`config.mk`:
```
export PLATFORM = sky130hd
export DESIGN_NAME = c_token_lexer_unit_flat
export DESIGN_NICKNAME = d
export VERILOG_FILES = /design/src/design/ctl_pkg.sv /design/src/design/ctl_if.sv /design/src/design/c_token_lexer_unit.sv /design/src/flat_wrapper.sv
export SDC_FILE = /design/constraint.sdc
export NUM_CORES = 1
export LEC_CHECK = 0
export BUFFER_PORTS_ARGS = -buffer_cell sky130_fd_sc_hd__clkbuf_2
export CORE_MARGIN = 2
export CORE_UTILIZATION = 43
export DETAILED_ROUTE_END_ITERATION = 10
export PLACE_DENSITY_LB_ADDON = 0.15
export SLEW_MARGIN = 20
export SYNTH_ARGS = -nofsm -noshare
export SYNTH_HDL_FRONTEND = slang
export SYNTH_SLANG_ARGS = --single-unit
export TNS_END_PERCENT = 10
```
`constraint.sdc`:
```
create_clock -name clk -period 6.7 [get_ports clk]
set_input_delay 0.335 -clock clk [delete_from_list [all_inputs] [get_ports clk]]
set_output_delay 0.335 -clock clk [all_outputs]
set_load 0.02 [all_outputs]
```
`src/design/ctl_pkg.sv`:
```
// Types, constants and keyword table for the C token lexer.
`default_nettype none
package ctl_pkg;

    localparam int MAX_TOKEN_LEN  = 128;
    localparam int KEYWORD_COUNT  = 17;
    localparam int POSITION_WIDTH = 16;
    localparam int KW_MAX_LEN     = 8;

    localparam logic [3:0] CLS_KEYWORD    = 4'd0;
    localparam logic [3:0] CLS_IDENTIFIER = 4'd1;
    localparam logic [3:0] CLS_NUMBER     = 4'd2;
    localparam logic [3:0] CLS_ARITH      = 4'd3;
    localparam logic [3:0] CLS_RELATIONAL = 4'd4;
    localparam logic [3:0] CLS_ASSIGN     = 4'd5;
    localparam logic [3:0] CLS_INCR       = 4'd6;
    localparam logic [3:0] CLS_DECR       = 4'd7;
    localparam logic [3:0] CLS_AND        = 4'd8;
    localparam logic [3:0] CLS_OR         = 4'd9;
    localparam logic [3:0] CLS_NOT        = 4'd10;

    localparam logic [1:0] MODE_IDLE    = 2'd0;
    localparam logic [1:0] MODE_WORD    = 2'd1;
    localparam logic [1:0] MODE_NUMBER  = 2'd2;
    localparam logic [1:0] MODE_PENDING = 2'd3;

    // Keyword text, right-justified: last character in the low byte.
    localparam logic [8*KW_MAX_LEN-1:0] KW_TEXT [KEYWORD_COUNT] = '{
        64'("int"), 64'("return"), 64'("if"), 64'("else"), 64'("for"),
        64'("while"), 64'("do"), 64'("switch"), 64'("case"), 64'("break"),
        64'("continue"), 64'("default"), 64'("const"), 64'("char"),
        64'("float"), 64'("double"), 64'("void")
    };
    localparam logic [3:0] KW_LEN [KEYWORD_COUNT] = '{
        4'd3, 4'd6, 4'd2, 4'd4, 4'd3, 4'd5, 4'd2, 4'd6, 4'd4, 4'd5,
        4'd8, 4'd7, 4'd5, 4'd4, 4'd5, 4'd6, 4'd4
    };

    typedef logic [POSITION_WIDTH-1:0] pos_t;
    typedef logic [KEYWORD_COUNT-1:0]  kw_mask_t;

    typedef struct packed {
        logic [3:0] token_class;
        pos_t       token_start;
        logic [7:0] token_length;
        logic [4:0] keyword_index;
        logic [7:0] operator_char;
        logic       length_overflow;
        logic       last_of_run;
    } tok_t;

    typedef struct packed {
        logic [1:0] mode;
        logic [7:0] pend;
        kw_mask_t   cand;
        logic [7:0] len;
        pos_t       start;
        pos_t       pos;
        logic       ovf;
    } lex_state_t;

    localparam lex_state_t LEX_RESET = '{
        mode:  MODE_IDLE,
        pend:  8'd0,
        cand:  {KEYWORD_COUNT{1'b1}},
        len:   8'd0,
        start: '0,
        pos:   '0,
        ovf:   1'b0
    };

    // Character p of keyword k, zero past its end.
    function automatic logic [7:0] kw_byte(input int k, input logic [2:0] p);
        logic [3:0] sel;
        sel = KW_LEN[k] - 4'd1 - {1'b0, p};
        if ({1'b0, p} < KW_LEN[k]) begin
            return KW_TEXT[k][sel[2:0]*8 +: 8];
        end
        return 8'd0;
    endfunction

endpackage
`default_nettype wire

```
`src/design/ctl_if.sv`:
```
// Valid/ready channels for source bytes and tokens.
`default_nettype none
interface ctl_text_if;
    logic       valid;
    logic       ready;
    logic [7:0] char_in;
    logic       end_of_text;

    modport source (output valid, output char_in, output end_of_text, input ready);
    modport sink   (input valid, input char_in, input end_of_text, output ready);
endinterface

interface ctl_tok_if;
    logic        valid;
    logic        ready;
    logic [3:0]  token_class;
    logic [15:0] token_start;
    logic [7:0]  token_length;
    logic [4:0]  keyword_index;
    logic [7:0]  operator_char;
    logic        length_overflow;
    logic        last_of_run;

    modport source (output valid, output token_class, output token_start,
                    output token_length, output keyword_index, output operator_char,
                    output length_overflow, output last_of_run, input ready);
    modport sink   (input valid, input token_class, input token_start,
                    input token_length, input keyword_index, input operator_char,
                    input length_overflow, input last_of_run, output ready);
endinterface
`default_nettype wire

```
`src/design/c_token_lexer_unit.sv`:
```
// Byte-serial C lexer: one source byte in per cycle, one token out per cycle,
// while the token queue has room and the token sink is ready. A byte is taken
// in every cycle while the four-entry token queue has room for two tokens; its
// tokens enter the queue at the same clock edge and can leave the next cycle.
// A byte yields zero, one or two tokens, so throughput is one byte per cycle
// whenever the bytes average at most one token each and the token sink stays
// ready; the single token port is the limit otherwise. Keywords are recognized
// from a 17-entry candidate mask narrowed on each byte; end_of_text flushes any
// open token and restarts positions at zero for the next text.
`default_nettype none
module c_token_lexer_unit
    import ctl_pkg::*;
(
    input  wire logic   clk,
    input  wire logic   rst_n,
    ctl_text_if.sink    text,
    ctl_tok_if.source   tokens
);

    typedef struct packed {
        logic v0;
        logic v1;
        tok_t t0;
        tok_t t1;
    } pair_t;

    lex_state_t state_reg, state_next;
    pair_t      res;

    tok_t       queue_reg [4];
    logic [1:0] wr_ptr_reg, rd_ptr_reg;
    logic [2:0] count_reg;

    logic       accept, pop;
    logic [1:0] npush;

    function automatic pair_t push(input pair_t r, input tok_t t);
        pair_t o;
        o = r;
        if (!r.v0) begin
            o.v0 = 1'b1;
            o.t0 = t;
        end else begin
            o.v1 = 1'b1;
            o.t1 = t;
        end
        return o;
    endfunction

    function automatic tok_t mk_tok(input logic [3:0] cls, input pos_t st,
                                    input logic [7:0] len, input logic [4:0] kw,
                                    input logic [7:0] op, input logic ovf);
        tok_t t;
        t.token_class     = cls;
        t.token_start     = st;
        t.token_length    = len;
        t.keyword_index   = kw;
        t.operator_char   = op;
        t.length_overflow = ovf;
        t.last_of_run     = 1'b0;
        return t;
    endfunction

    // Narrow the keyword candidates and count the byte, or saturate.
    function automatic lex_state_t extend(input lex_state_t s, input logic [7:0] b);
        lex_state_t o;
        o = s;
        if (s.len < 8'(MAX_TOKEN_LEN)) begin
            for (int k = 0; k < KEYWORD_COUNT; k++) begin
                if (s.len >= 8'(KW_MAX_LEN) || kw_byte(k, s.len[2:0]) != b) begin
                    o.cand[k] = 1'b0;
                end
            end
            o.len = s.len + 8'd1;
        end else begin
            o.ovf  = 1'b1;
            o.cand = '0;
        end
        return o;
    endfunction

    // Close whatever token is open and push it, if it yields one.
    function automatic pair_t emit_open(input pair_t r, input lex_state_t s);
        pair_t      o;
        logic       hit;
        logic [4:0] idx;
        o   = r;
        hit = 1'b0;
        idx = 5'd0;
        for (int k = KEYWORD_COUNT - 1; k >= 0; k--) begin
            if (s.cand[k] && {4'd0, KW_LEN[k]} == s.len) begin
                hit = 1'b1;
                idx = 5'(k);
            end
        end
        if (s.ovf) begin
            hit = 1'b0;
            idx = 5'd0;
        end
        if (s.mode == MODE_WORD) begin
            o = push(o, mk_tok(hit ? CLS_KEYWORD : CLS_IDENTIFIER, s.start, s.len,
                               idx, 8'd0, s.ovf));
        end else if (s.mode == MODE_NUMBER) begin
            o = push(o, mk_tok(CLS_NUMBER, s.start, s.len, 5'd0, 8'd0, s.ovf));
        end else if (s.mode == MODE_PENDING) begin
            if (s.pend == "+" || s.pend == "-") begin
                o = push(o, mk_tok(CLS_ARITH, s.start, 8'd1, 5'd0, s.pend, 1'b0));
            end else if (s.pend == "=") begin
                o = push(o, mk_tok(CLS_ASSIGN, s.start, 8'd1, 5'd0, s.pend, 1'b0));
            end else if (s.pend == "!") begin
                o = push(o, mk_tok(CLS_NOT, s.start, 8'd1, 5'd0, s.pend, 1'b0));
            end
        end
        return o;
    endfunction

    logic [7:0] b;
    logic       b_alpha, b_digit, b_pend_op, b_single_op;
    logic [3:0] pair_cls;

    assign b           = text.char_in;
    assign b_alpha     = (b >= "a" && b <= "z") || (b >= "A" && b <= "Z");
    assign b_digit     = (b >= "0" && b <= "9");
    assign b_pend_op   = (b == "+") || (b == "-") || (b == "=") || (b == "&")
                       || (b == "|") || (b == "!");
    assign b_single_op = (b == "*") || (b == "/") || (b == "%");

    always_comb
    begin
        pair_cls = 4'd0;
        case (state_reg.pend)
            "+": if (b == "+") pair_cls = CLS_INCR;
            "-": if (b == "-") pair_cls = CLS_DECR;
            "=": if (b == "=") pair_cls = CLS_RELATIONAL;
            "&": if (b == "&") pair_cls = CLS_AND;
            "|": if (b == "|") pair_cls = CLS_OR;
            "!": if (b == "=") pair_cls = CLS_RELATIONAL;
            default: pair_cls = 4'd0;
        endcase
    end

    always_comb
    begin
        state_next = state_reg;
        res        = '0;
        if ((state_reg.mode == MODE_WORD && (b_alpha || b_digit))
            || (state_reg.mode == MODE_NUMBER && b_digit)) begin
            state_next = extend(state_reg, b);
        end else if (state_reg.mode == MODE_PENDING && pair_cls != 4'd0) begin
            res = push(res, mk_tok(pair_cls, state_reg.start, 8'd2, 5'd0,
                                   state_reg.pend, 1'b0));
            state_next.mode = MODE_IDLE;
            state_next.pend = 8'd0;
        end else begin
            res = emit_open(res, state_reg);
            state_next.mode = MODE_IDLE;
            state_next.pend = 8'd0;
            if (b_alpha || b_digit) begin
                state_next.mode  = b_alpha ? MODE_WORD : MODE_NUMBER;
                state_next.start = state_reg.pos;
                state_next.len   = 8'd0;
                state_next.ovf   = 1'b0;
                state_next.cand  = {KEYWORD_COUNT{1'b1}};
                state_next       = extend(state_next, b);
            end else if (b_pend_op) begin
                state_next.mode  = MODE_PENDING;
                state_next.pend  = b;
                state_next.start = state_reg.pos;
            end else if (b_single_op) begin
                res = push(res, mk_tok(CLS_ARITH, state_reg.pos, 8'd1, 5'd0, b, 1'b0));
            end
        end
        state_next.pos = state_reg.pos + pos_t'(1);
        if (text.end_of_text) begin
            res        = emit_open(res, state_next);
            state_next = LEX_RESET;
        end
        // Mark the final token of this byte.
        if (res.v1) begin
            res.t1.last_of_run = 1'b1;
        end else if (res.v0) begin
            res.t0.last_of_run = 1'b1;
        end
    end

    assign text.ready = (count_reg <= 3'd2);
    assign accept     = text.valid && text.ready;
    assign pop        = tokens.valid && tokens.ready;
    assign npush      = accept ? ({1'b0, res.v0} + {1'b0, res.v1}) : 2'd0;

    always_ff @(posedge clk or negedge rst_n)
    begin
        if (!rst_n) begin
            state_reg  <= LEX_RESET;
            wr_ptr_reg <= 2'd0;
            rd_ptr_reg <= 2'd0;
            count_reg  <= 3'd0;
        end else begin
            if (accept) begin
                state_reg <= state_next;
            end
            wr_ptr_reg <= wr_ptr_reg + npush;
            rd_ptr_reg <= rd_ptr_reg + {1'b0, pop};
            count_reg  <= count_reg + {1'b0, npush} - {2'b00, pop};
        end
    end

    always_ff @(posedge clk)
    begin
        if (accept && res.v0) begin
            queue_reg[wr_ptr_reg] <= res.t0;
        end
        if (accept && res.v1) begin
            queue_reg[wr_ptr_reg + 2'd1] <= res.t1;
        end
    end

    tok_t head;
    assign head = queue_reg[rd_ptr_reg];

    assign tokens.valid           = (count_reg != 3'd0);
    assign tokens.token_class     = head.token_class;
    assign tokens.token_start     = head.token_start;
    assign tokens.token_length    = head.token_length;
    assign tokens.keyword_index   = head.keyword_index;
    assign tokens.operator_char   = head.operator_char;
    assign tokens.length_overflow = head.length_overflow;
    assign tokens.last_of_run     = head.last_of_run;

endmodule
`default_nettype wire

```
`src/flat_wrapper.sv`:
```
// flat-port wrapper written by rule: the top's interface ports become plain ports
module c_token_lexer_unit_flat import ctl_pkg::*;
  (clk, rst_n, text_valid, text_char_in, text_end_of_text, text_ready, tokens_valid, tokens_token_class, tokens_token_start, tokens_token_length, tokens_keyword_index, tokens_operator_char, tokens_length_overflow, tokens_last_of_run, tokens_ready);
  ctl_text_if text_i ();
  ctl_tok_if tokens_i ();
  input  wire logic clk;
  input  wire logic rst_n;
  input wire logic [$bits(text_i.valid)-1:0] text_valid;
  input wire logic [$bits(text_i.char_in)-1:0] text_char_in;
  input wire logic [$bits(text_i.end_of_text)-1:0] text_end_of_text;
  output wire logic [$bits(text_i.ready)-1:0] text_ready;
  output wire logic [$bits(tokens_i.valid)-1:0] tokens_valid;
  output wire logic [$bits(tokens_i.token_class)-1:0] tokens_token_class;
  output wire logic [$bits(tokens_i.token_start)-1:0] tokens_token_start;
  output wire logic [$bits(tokens_i.token_length)-1:0] tokens_token_length;
  output wire logic [$bits(tokens_i.keyword_index)-1:0] tokens_keyword_index;
  output wire logic [$bits(tokens_i.operator_char)-1:0] tokens_operator_char;
  output wire logic [$bits(tokens_i.length_overflow)-1:0] tokens_length_overflow;
  output wire logic [$bits(tokens_i.last_of_run)-1:0] tokens_last_of_run;
  input wire logic [$bits(tokens_i.ready)-1:0] tokens_ready;
  assign text_i.valid = text_valid;
  assign text_i.char_in = text_char_in;
  assign text_i.end_of_text = text_end_of_text;
  assign text_ready = text_i.ready;
  assign tokens_valid = tokens_i.valid;
  assign tokens_token_class = tokens_i.token_class;
  assign tokens_token_start = tokens_i.token_start;
  assign tokens_token_length = tokens_i.token_length;
  assign tokens_keyword_index = tokens_i.keyword_index;
  assign tokens_operator_char = tokens_i.operator_char;
  assign tokens_length_overflow = tokens_i.length_overflow;
  assign tokens_last_of_run = tokens_i.last_of_run;
  assign tokens_i.ready = tokens_ready;
  c_token_lexer_unit u_core (.clk(clk), .rst_n(rst_n), .text(text_i), .tokens(tokens_i));
endmodule
```
Yosys cells after proc, flatten, opt, wreduce, memory -nomap -nowiden
Memories as Yosys holds them, arrays and structs flattened. Index checks and enable logic that the tools add are counted.

Register bits after elaboration: 75. Bits in writable memories: 172. Input bits: 13. Output and inout port bits: 45. Memories kept: 1.

Add/subtract/negate cells: 15. Order comparisons: 15. Equal/unequal tests: 66. Shift-type cells: 17. Multiplexer cells: 296. Reductions and logical operators: 76.

Memory list: u_core.queue_reg (words 4, width 43, read ports 1, clocked after memory_dff 0, write ports 2, RTL line c_token_lexer_unit.sv:30) `tok_t queue_reg [4];`.

Operators by type and width (count): $mux W88 (20); $shiftx A64 B7 Y8 const A (17); $mux W8 (98); $mux W43 (12); $ne A8 B8 Y1 (27); $mux W5 (36); $eq A8 B6 Y1 const B (17); $mux W68 (2); $mux W1 (102); $mux W7 (10); $eq A3 B8 Y1 const A (8); $mux W58 (1); $logic_and A1 B1 Y1 (44); $eq A2 B8 Y1 const A (4); $mux W16 (2); $mux W10 (3); $logic_or A1 B1 Y1 (29); $mux W25 (1); $pmux W4 S5 (1); $mux W17 (1); $add A16 B1 Y16 const B (1); $eq A4 B8 Y1 const A (2); $eq A8 B7 Y1 const B (2); $ge A8 B7 Y1 const B (2); 26 further kinds (43).

Logic depth before layout (Yosys ltp)
Word-level depth: 45. Mapped depth: 22. Depth with buffers taken out: 16.

Worst setup path before layout
No wires, ideal clock.

Path type: in2reg. Start: input port text_char_in[3]. End: memory u_core.queue_reg[3][0] in the netlist's numbering, enable pin. Library setup time: 0.508 ns. Arrival: 6.262 ns. Setup slack: -0.070 ns. Stages on the path: 15. Path buffers: 5. Cell sequence: buf_2 -> or2_2 -> o22a_1 -> buf_4 -> a21o_1 -> buf_4 -> a221oi_2 -> o2bb2ai_1 -> or4_1 -> buf_2 -> a31oi_4 -> or2_1 -> buf_4 -> nor2_1 -> a211oi_1.

RTL lines: from (decl) (RTL line flat_wrapper.sv:9) `input wire logic [$bits(text_i.char_in)-1:0] text_char_in;`; to (decl) (RTL line c_token_lexer_unit.sv:30).

Worst setup path after layout
Start: register u_core.state_reg[60] in the netlist's numbering. End: register u_core.count_reg[2].

Cells in the longest elaborated chain, start to end: 27.

Ends and longest elaborated chain: from (decl) (RTL line c_token_lexer_unit.sv:27) `lex_state_t state_reg, state_next;`; from (signal assigned) (RTL line c_token_lexer_unit.sv:200) `state_reg <= state_next;`; $eq A8 B6 Y1 (RTL line c_token_lexer_unit.sv:110, c_token_lexer_unit.sv:131); $mux W88 (RTL line c_token_lexer_unit.sv:110) `end else if (s.pend == "!") begin`; $mux W88 (RTL line c_token_lexer_unit.sv:108) `end else if (s.pend == "=") begin`; $mux W88 (RTL line c_token_lexer_unit.sv:106) `if (s.pend == "+" || s.pend == "-") begin`; $mux W88 (RTL line c_token_lexer_unit.sv:105) `end else if (s.mode == MODE_PENDING) begin`; $mux W88 (RTL line c_token_lexer_unit.sv:103) `end else if (s.mode == MODE_NUMBER) begin`; $mux W88 (RTL line c_token_lexer_unit.sv:100) `if (s.mode == MODE_WORD) begin`; $mux W88 (RTL line c_token_lexer_unit.sv:149) `end else if (state_reg.mode == MODE_PENDING && pair_cls != 4'd0) begin`; (+11 left out); $mux W88 (RTL line c_token_lexer_unit.sv:105); $mux W88 (RTL line c_token_lexer_unit.sv:103); $mux W88 (RTL line c_token_lexer_unit.sv:100); $mux W88 * (RTL line c_token_lexer_unit.sv:174) `if (text.end_of_text) begin`; $add A1 B1 Y2 * (RTL line c_token_lexer_unit.sv:189) `assign npush = accept ? ({1'b0, res.v0} + {1'b0, res.v1}) : 2'd0;`; $mux W2 * (RTL line c_token_lexer_unit.sv:189); $add A3 B2 Y3 * (RTL line c_token_lexer_unit.sv:204) `count_reg <= count_reg + {1'b0, npush} - {2'b00, pop};`; $sub A3 B1 Y3 * (RTL line c_token_lexer_unit.sv:204); to (signal assigned) (RTL line c_token_lexer_unit.sv:204); to (decl) (RTL line c_token_lexer_unit.sv:32) `logic [2:0] count_reg;`.

Every way passes the cells marked *; elsewhere a longest branch is shown, timed or not. The select of a mux whose other input is x is not followed. A chain may end at the register's enable or synchronous reset.

==> report_table.html <==
<table>
<tr><th>Metric</th><th>Value</th></tr>
<tr><th colspan="2">Run status</th></tr>
<tr><td>Run status</td><td>finished, final reports clean</td></tr>
<tr><th colspan="2">Worst setup path</th></tr>
<tr><td>Sort of element at the end of the critical path</td><td>flip-flop</td></tr>
<tr><td>Endpoint of the most critical register-to-register path</td><td>u_core.count_reg[2]</td></tr>
<tr><td>Flop-to-flop setup slack</td><td>1190 ps</td></tr>
<tr><td>Startpoint-to-endpoint class of the critical path</td><td>flip-flop to flip-flop</td></tr>
<tr><td>CP Data Arrival Time</td><td>5950 ps</td></tr>
<tr><td>Worst Reg2Reg Path Length in Cells</td><td>15</td></tr>
<tr><td>Reg2reg start</td><td>u_core.state_reg[60]</td></tr>
<tr><td>Ordered list of cells on the worst path</td><td>nor3_1 &gt; o211ai_1 &gt; o32ai_2 &gt; o21ai_0 &gt; a32oi_1 &gt; o211ai_1 &gt; a31oi_4 &gt; or2_2 &gt; buf_4 &gt; ha_1 &gt; nand2_1 &gt; ha_1 &gt; fa_1 &gt; xor2_1 &gt; xnor2_1</td></tr>
<tr><td>Kind of cell adding the most delay to the critical path</td><td>compound AO/OA/AOI/OAI gates</td></tr>
<tr><td>Crit path buffers/inverters</td><td>1</td></tr>
<tr><td>Worst Setup Start Kind</td><td>flip-flop</td></tr>
<tr><td>Worst-path fanout max</td><td>49</td></tr>
<tr><td>Delay of the slowest cell on the worst path</td><td>560 ps</td></tr>
<tr><td>Data required time of the critical path</td><td>7150 ps</td></tr>
<tr><td>Standard cell with the maximum stage delay on the critical path</td><td>sky130_fd_sc_hd__dfrtp_1</td></tr>
<tr><th colspan="2">Pwr</th></tr>
<tr><td>Net Sw Frac</td><td>0.402</td></tr>
<tr><td>Switching power total</td><td>2.50 mW</td></tr>
<tr><td>Relative contribution of the clock network to total power</td><td>0.241</td></tr>
<tr><td>Total power divided by cell area</td><td>340 nW/µm²</td></tr>
<tr><td>Part of the power in registers</td><td>0.359</td></tr>
<tr><td>Part of the power in combinational logic</td><td>0.400</td></tr>
<tr><td>Worst ir drop on vdd</td><td>189 µV</td></tr>
<tr><td>Power Internal</td><td>3.71 mW</td></tr>
<tr><td>Leakage dissipation</td><td>6.99 nW</td></tr>
<tr><th colspan="2">Timing</th></tr>
<tr><td>Share of the cycle needed by the critical path after routing</td><td>0.822</td></tr>
<tr><td>Max-slew headroom</td><td>0.237</td></tr>
<tr><td>Pin slew with the least headroom to its limit</td><td>1140 ps</td></tr>
<tr><td>Final setup skew</td><td>14.7 ps</td></tr>
<tr><td>Min Clock Period, post-route</td><td>5510 ps</td></tr>
<tr><td>Number of hold-slack violations in the final timing report</td><td>0</td></tr>
<tr><td>Total of endpoints with negative setup slack in the final report</td><td>0</td></tr>
<tr><td>Setup repair after global routing missed its margin</td><td>false</td></tr>
<tr><td>Final-layout setup total negative slack</td><td>0 ps</td></tr>
<tr><td>Highest Clock Rate</td><td>182 MHz</td></tr>
<tr><td>Max Transition Viols Final</td><td>0</td></tr>
<tr><th colspan="2">Cells and area</th></tr>
<tr><td>Layout net count</td><td>1727</td></tr>
<tr><td>Layout overhead on the synthesized area</td><td>10.0%</td></tr>
<tr><td>Post-layout instance area</td><td>18300 µm²</td></tr>
<tr><td>Max FFs per register</td><td>172</td></tr>
<tr><td>Multi-input logic area</td><td>8950 µm²</td></tr>
<tr><td>Count of fill cells added during filler insertion</td><td>3696</td></tr>
<tr><td>Reg area</td><td>7070 µm²</td></tr>
<tr><td>Inserted Diodes</td><td>0</td></tr>
<tr><td>Share of post-route cells with drive strength above 1</td><td>0.155</td></tr>
<tr><th colspan="2">Route</th></tr>
<tr><td>1st-pass router iterations</td><td>5</td></tr>
<tr><td>Top Metal Used</td><td>met5</td></tr>
<tr><td>Sum of met2 wire segment lengths after detailed routing</td><td>24.4 mm</td></tr>
<tr><td>Total Routed Length</td><td>53.0 mm</td></tr>
<tr><td>Number of nets with antenna violations after detailed routing</td><td>0</td></tr>
<tr><td>1st-iter DRT viols</td><td>1198</td></tr>
<tr><td>Met1 routed wirelength after detailed routing</td><td>23.6 mm</td></tr>
<tr><td>Number of design rule violations left after detail routing</td><td>0</td></tr>
<tr><td>Met3 wire len</td><td>3.64 mm</td></tr>
<tr><td>Number of vias per cell after detailed routing</td><td>6.25</td></tr>
<tr><td>Routed via count</td><td>13900</td></tr>
<tr><td>Avg WL per Cell</td><td>23.9 µm</td></tr>
<tr><th colspan="2">Clocking</th></tr>
<tr><td>CTS H-tree depth</td><td>1</td></tr>
<tr><td>Clock buffer count from CTS</td><td>28</td></tr>
<tr><td>Max Buffers Root-to-Sink</td><td>3</td></tr>
<tr><td>Clock transition at the registers of the reported paths</td><td>60 ps</td></tr>
<tr><td>Root buffer cell</td><td>sky130_fd_sc_hd__clkbuf_16</td></tr>
<tr><td>CTS Sinks</td><td>247</td></tr>
<tr><td>CTS tree</td><td>built</td></tr>
<tr><td>Later-pin clock latency in the skew report</td><td>570 ps</td></tr>
<tr><th colspan="2">Synthesis</th></tr>
<tr><td>Sequential share of the synthesized area</td><td>0.425</td></tr>
<tr><td>Library cell with the largest summed area after synthesis</td><td>sky130_fd_sc_hd__edfxtp_1</td></tr>
<tr><td>Warnings, synthesis</td><td>0</td></tr>
<tr><td>Number of distinct library cells after synthesis</td><td>97</td></tr>
<tr><td>Top cells by instance count after synthesis</td><td>173 x sky130_fd_sc_hd__a21oi_1, 172 x sky130_fd_sc_hd__edfxtp_1, 156 x sky130_fd_sc_hd__nor2_1</td></tr>
<tr><td>Seq cells post-synth</td><td>247</td></tr>
<tr><td>Synth Cell Area</td><td>16600 µm²</td></tr>
<tr><td>Number of enable flip-flop cells after synthesis</td><td>172</td></tr>
<tr><td>Area fraction of the dominant cell type after synthesis</td><td>0.311</td></tr>
<tr><td>Mean instance size in the synthesized netlist</td><td>9.79 µm²</td></tr>
<tr><td>Dominant register cell in the synthesized netlist</td><td>sky130_fd_sc_hd__edfxtp_1</td></tr>
<tr><td>Most frequently used cell type in the post-synthesis netlist</td><td>sky130_fd_sc_hd__a21oi_1</td></tr>
<tr><td>Cells taking the most area after synthesis</td><td>sky130_fd_sc_hd__edfxtp_1 31%, sky130_fd_sc_hd__dfrtp_1 8.7%, sky130_fd_sc_hd__mux4_2 6.0%</td></tr>
<tr><td>Post-Syn Instances</td><td>1698</td></tr>
<tr><td>Fraction of registers with async set or reset after synthesis</td><td>0.304</td></tr>
<tr><th colspan="2">Placed design</th></tr>
<tr><td>Placed cell area</td><td>17400 µm²</td></tr>
<tr><td>Routability-driven placement congestion ratio</td><td>0.921</td></tr>
<tr><td>Half-perimeter wire length after detailed placement</td><td>36.2 mm</td></tr>
<tr><td>PortBufs</td><td>57</td></tr>
<tr><th colspan="2">Global routing</th></tr>
<tr><td>Leftover overflow at the end of global routing</td><td>0</td></tr>
<tr><td>Wire length of the first global-routing pass</td><td>83.6 mm</td></tr>
<tr><td>Pin count of the biggest net entering global routing</td><td>66</td></tr>
<tr><td>Antenna violations before repair</td><td>1</td></tr>
<tr><td>Total GRT Usage</td><td>0.263</td></tr>
<tr><td>Vias in the first global route</td><td>13700</td></tr>
<tr><th colspan="2">Hold path</th></tr>
<tr><td>Hold Path Sink</td><td>u_core.state_reg[17]</td></tr>
<tr><td>Cell depth of the worst hold path</td><td>2</td></tr>
<tr><td>Min-delay src</td><td>text_end_of_text</td></tr>
<tr><td>Worst hold-check path type</td><td>input pin to flip-flop</td></tr>
<tr><th colspan="2">Floorplanning</th></tr>
<tr><td>Full die area</td><td>40300 µm²</td></tr>
<tr><td>Initial Utilization</td><td>0.433</td></tr>
<tr><td>Number of rows in the core area</td><td>72</td></tr>
<tr><td>Number of ports placed on the die boundary</td><td>58</td></tr>
<tr><td>Core area</td><td>38400 µm²</td></tr>
<tr><td>Die width</td><td>201 µm</td></tr>
<tr><td>Die span in y</td><td>201 µm</td></tr>
<tr><th colspan="2">Run</th></tr>
<tr><td>Max-Cap Viols</td><td>0</td></tr>
</table>
[cell usage in the layout (no fill, tap or decap), drive strengths merged, types with 12 or more instances in the layout]
cell    netlist  final
a211oi       16     16
a21oi       176    176
a22o         12     12
a22oi        42     42
a31oi        20     20
and2         29     29
buf          55     49
clkbuf       98     92
dfrtp        58     58
dfstp        17     17
edfxtp      172    172
ha           29     29
inv          22     23
mux2         16     16
mux2i        69     69
mux4         44     44
nand2       147    147
nand2b       25     25
nand3        40     40
nand3b       13     13
nand4        13     13
nor2        156    156
nor2b        16     16
nor3         26     26
nor4         15     15
o21ai        85     85
o31ai        14     14
or3          12     12
xnor2        26     26
xor2         38     38
[cell families (layout without fill, tap and decap cells)]
group                    after synthesis  after routing  share of synthesized area
AO/OA/AOI/OAI                        499            499                      0.198
XOR/XNOR                              64             64                     0.0337
adder cells (fa/ha/maj)               30             30                     0.0230
buffers and inverters                177            180                     0.0433
flip-flops                           247            247                      0.425
multiplexers                         129            129                      0.112
other                                  1              4                   0.000226
AND/OR/NAND/NOR                      551            551                      0.165
[metrics by stage]
stage               worst slack, ps  instances   util  total power, mW  hold WS [ps]
floorplan                       443       1701      -             3.92          39.4
global placement                919       2171  0.454             4.71           179
detailed placement              830       2171  0.454             4.73           181
CTS                            1230       2222  0.477             6.23          53.8
global route                    746       2222  0.477             6.56          76.9
finish                         1190       2222  0.477             6.21          77.5
[area by class of cell]
type / instances / share of cell area
Inverter: 24 / 0.00493
Clock buffer: 36 / 0.0405
Tap cell: 518 / 0.0354
Clock inverter: 14 / 0.00739
Multi-Input combinational cell: 1277 / 0.489
Sequential cell: 247 / 0.386
Timing Repair Buffer: 106 / 0.0360
[how the worst max path moves through the flow]
stage / from / end / slack (ps) / cells past startpoint
4_1_cts: u_core.state_reg[60] / u_core.count_reg[2] / 1230 / 15
6_report: u_core.state_reg[60] / u_core.count_reg[2] / 1190 / 15
3_5_place_dp: text_char_in[6] / u_core.count_reg[2] / 830 / 16
2_1_floorplan: text_char_in[3] / u_core.queue_reg[1][0] / 440 / 15
3_3_place_gp: text_char_in[6] / u_core.count_reg[2] / 920 / 17
5_1_grt: u_core.state_reg[60] / u_core.count_reg[2] / 750 / 15
[power groups by stage]
stage	sequential [mW]	combinational (mW)	clock, mW
floorplan	2.04	1.88	0
global placement	2.25	2.46	0
detailed placement	2.26	2.47	0
CTS	2.23	2.48	1.53
global route	2.27	2.70	1.59
finish	2.23	2.49	1.50
[what timing repair did]
item                                   4_1_cts  5_1_grt
buffers inserted                             0        0
resized for setup                            0        0
endpoints found under the hold margin       10        0
hold buffers                                 1        0
[metal layers]
metal	GRT usage	up-vias
met2	0.420	521
met1	0.373	6874
li1	-	6397
met5	0	-
met3	0.0396	99
met4	0.0754	2
Power figures use the tool's default switching activity.
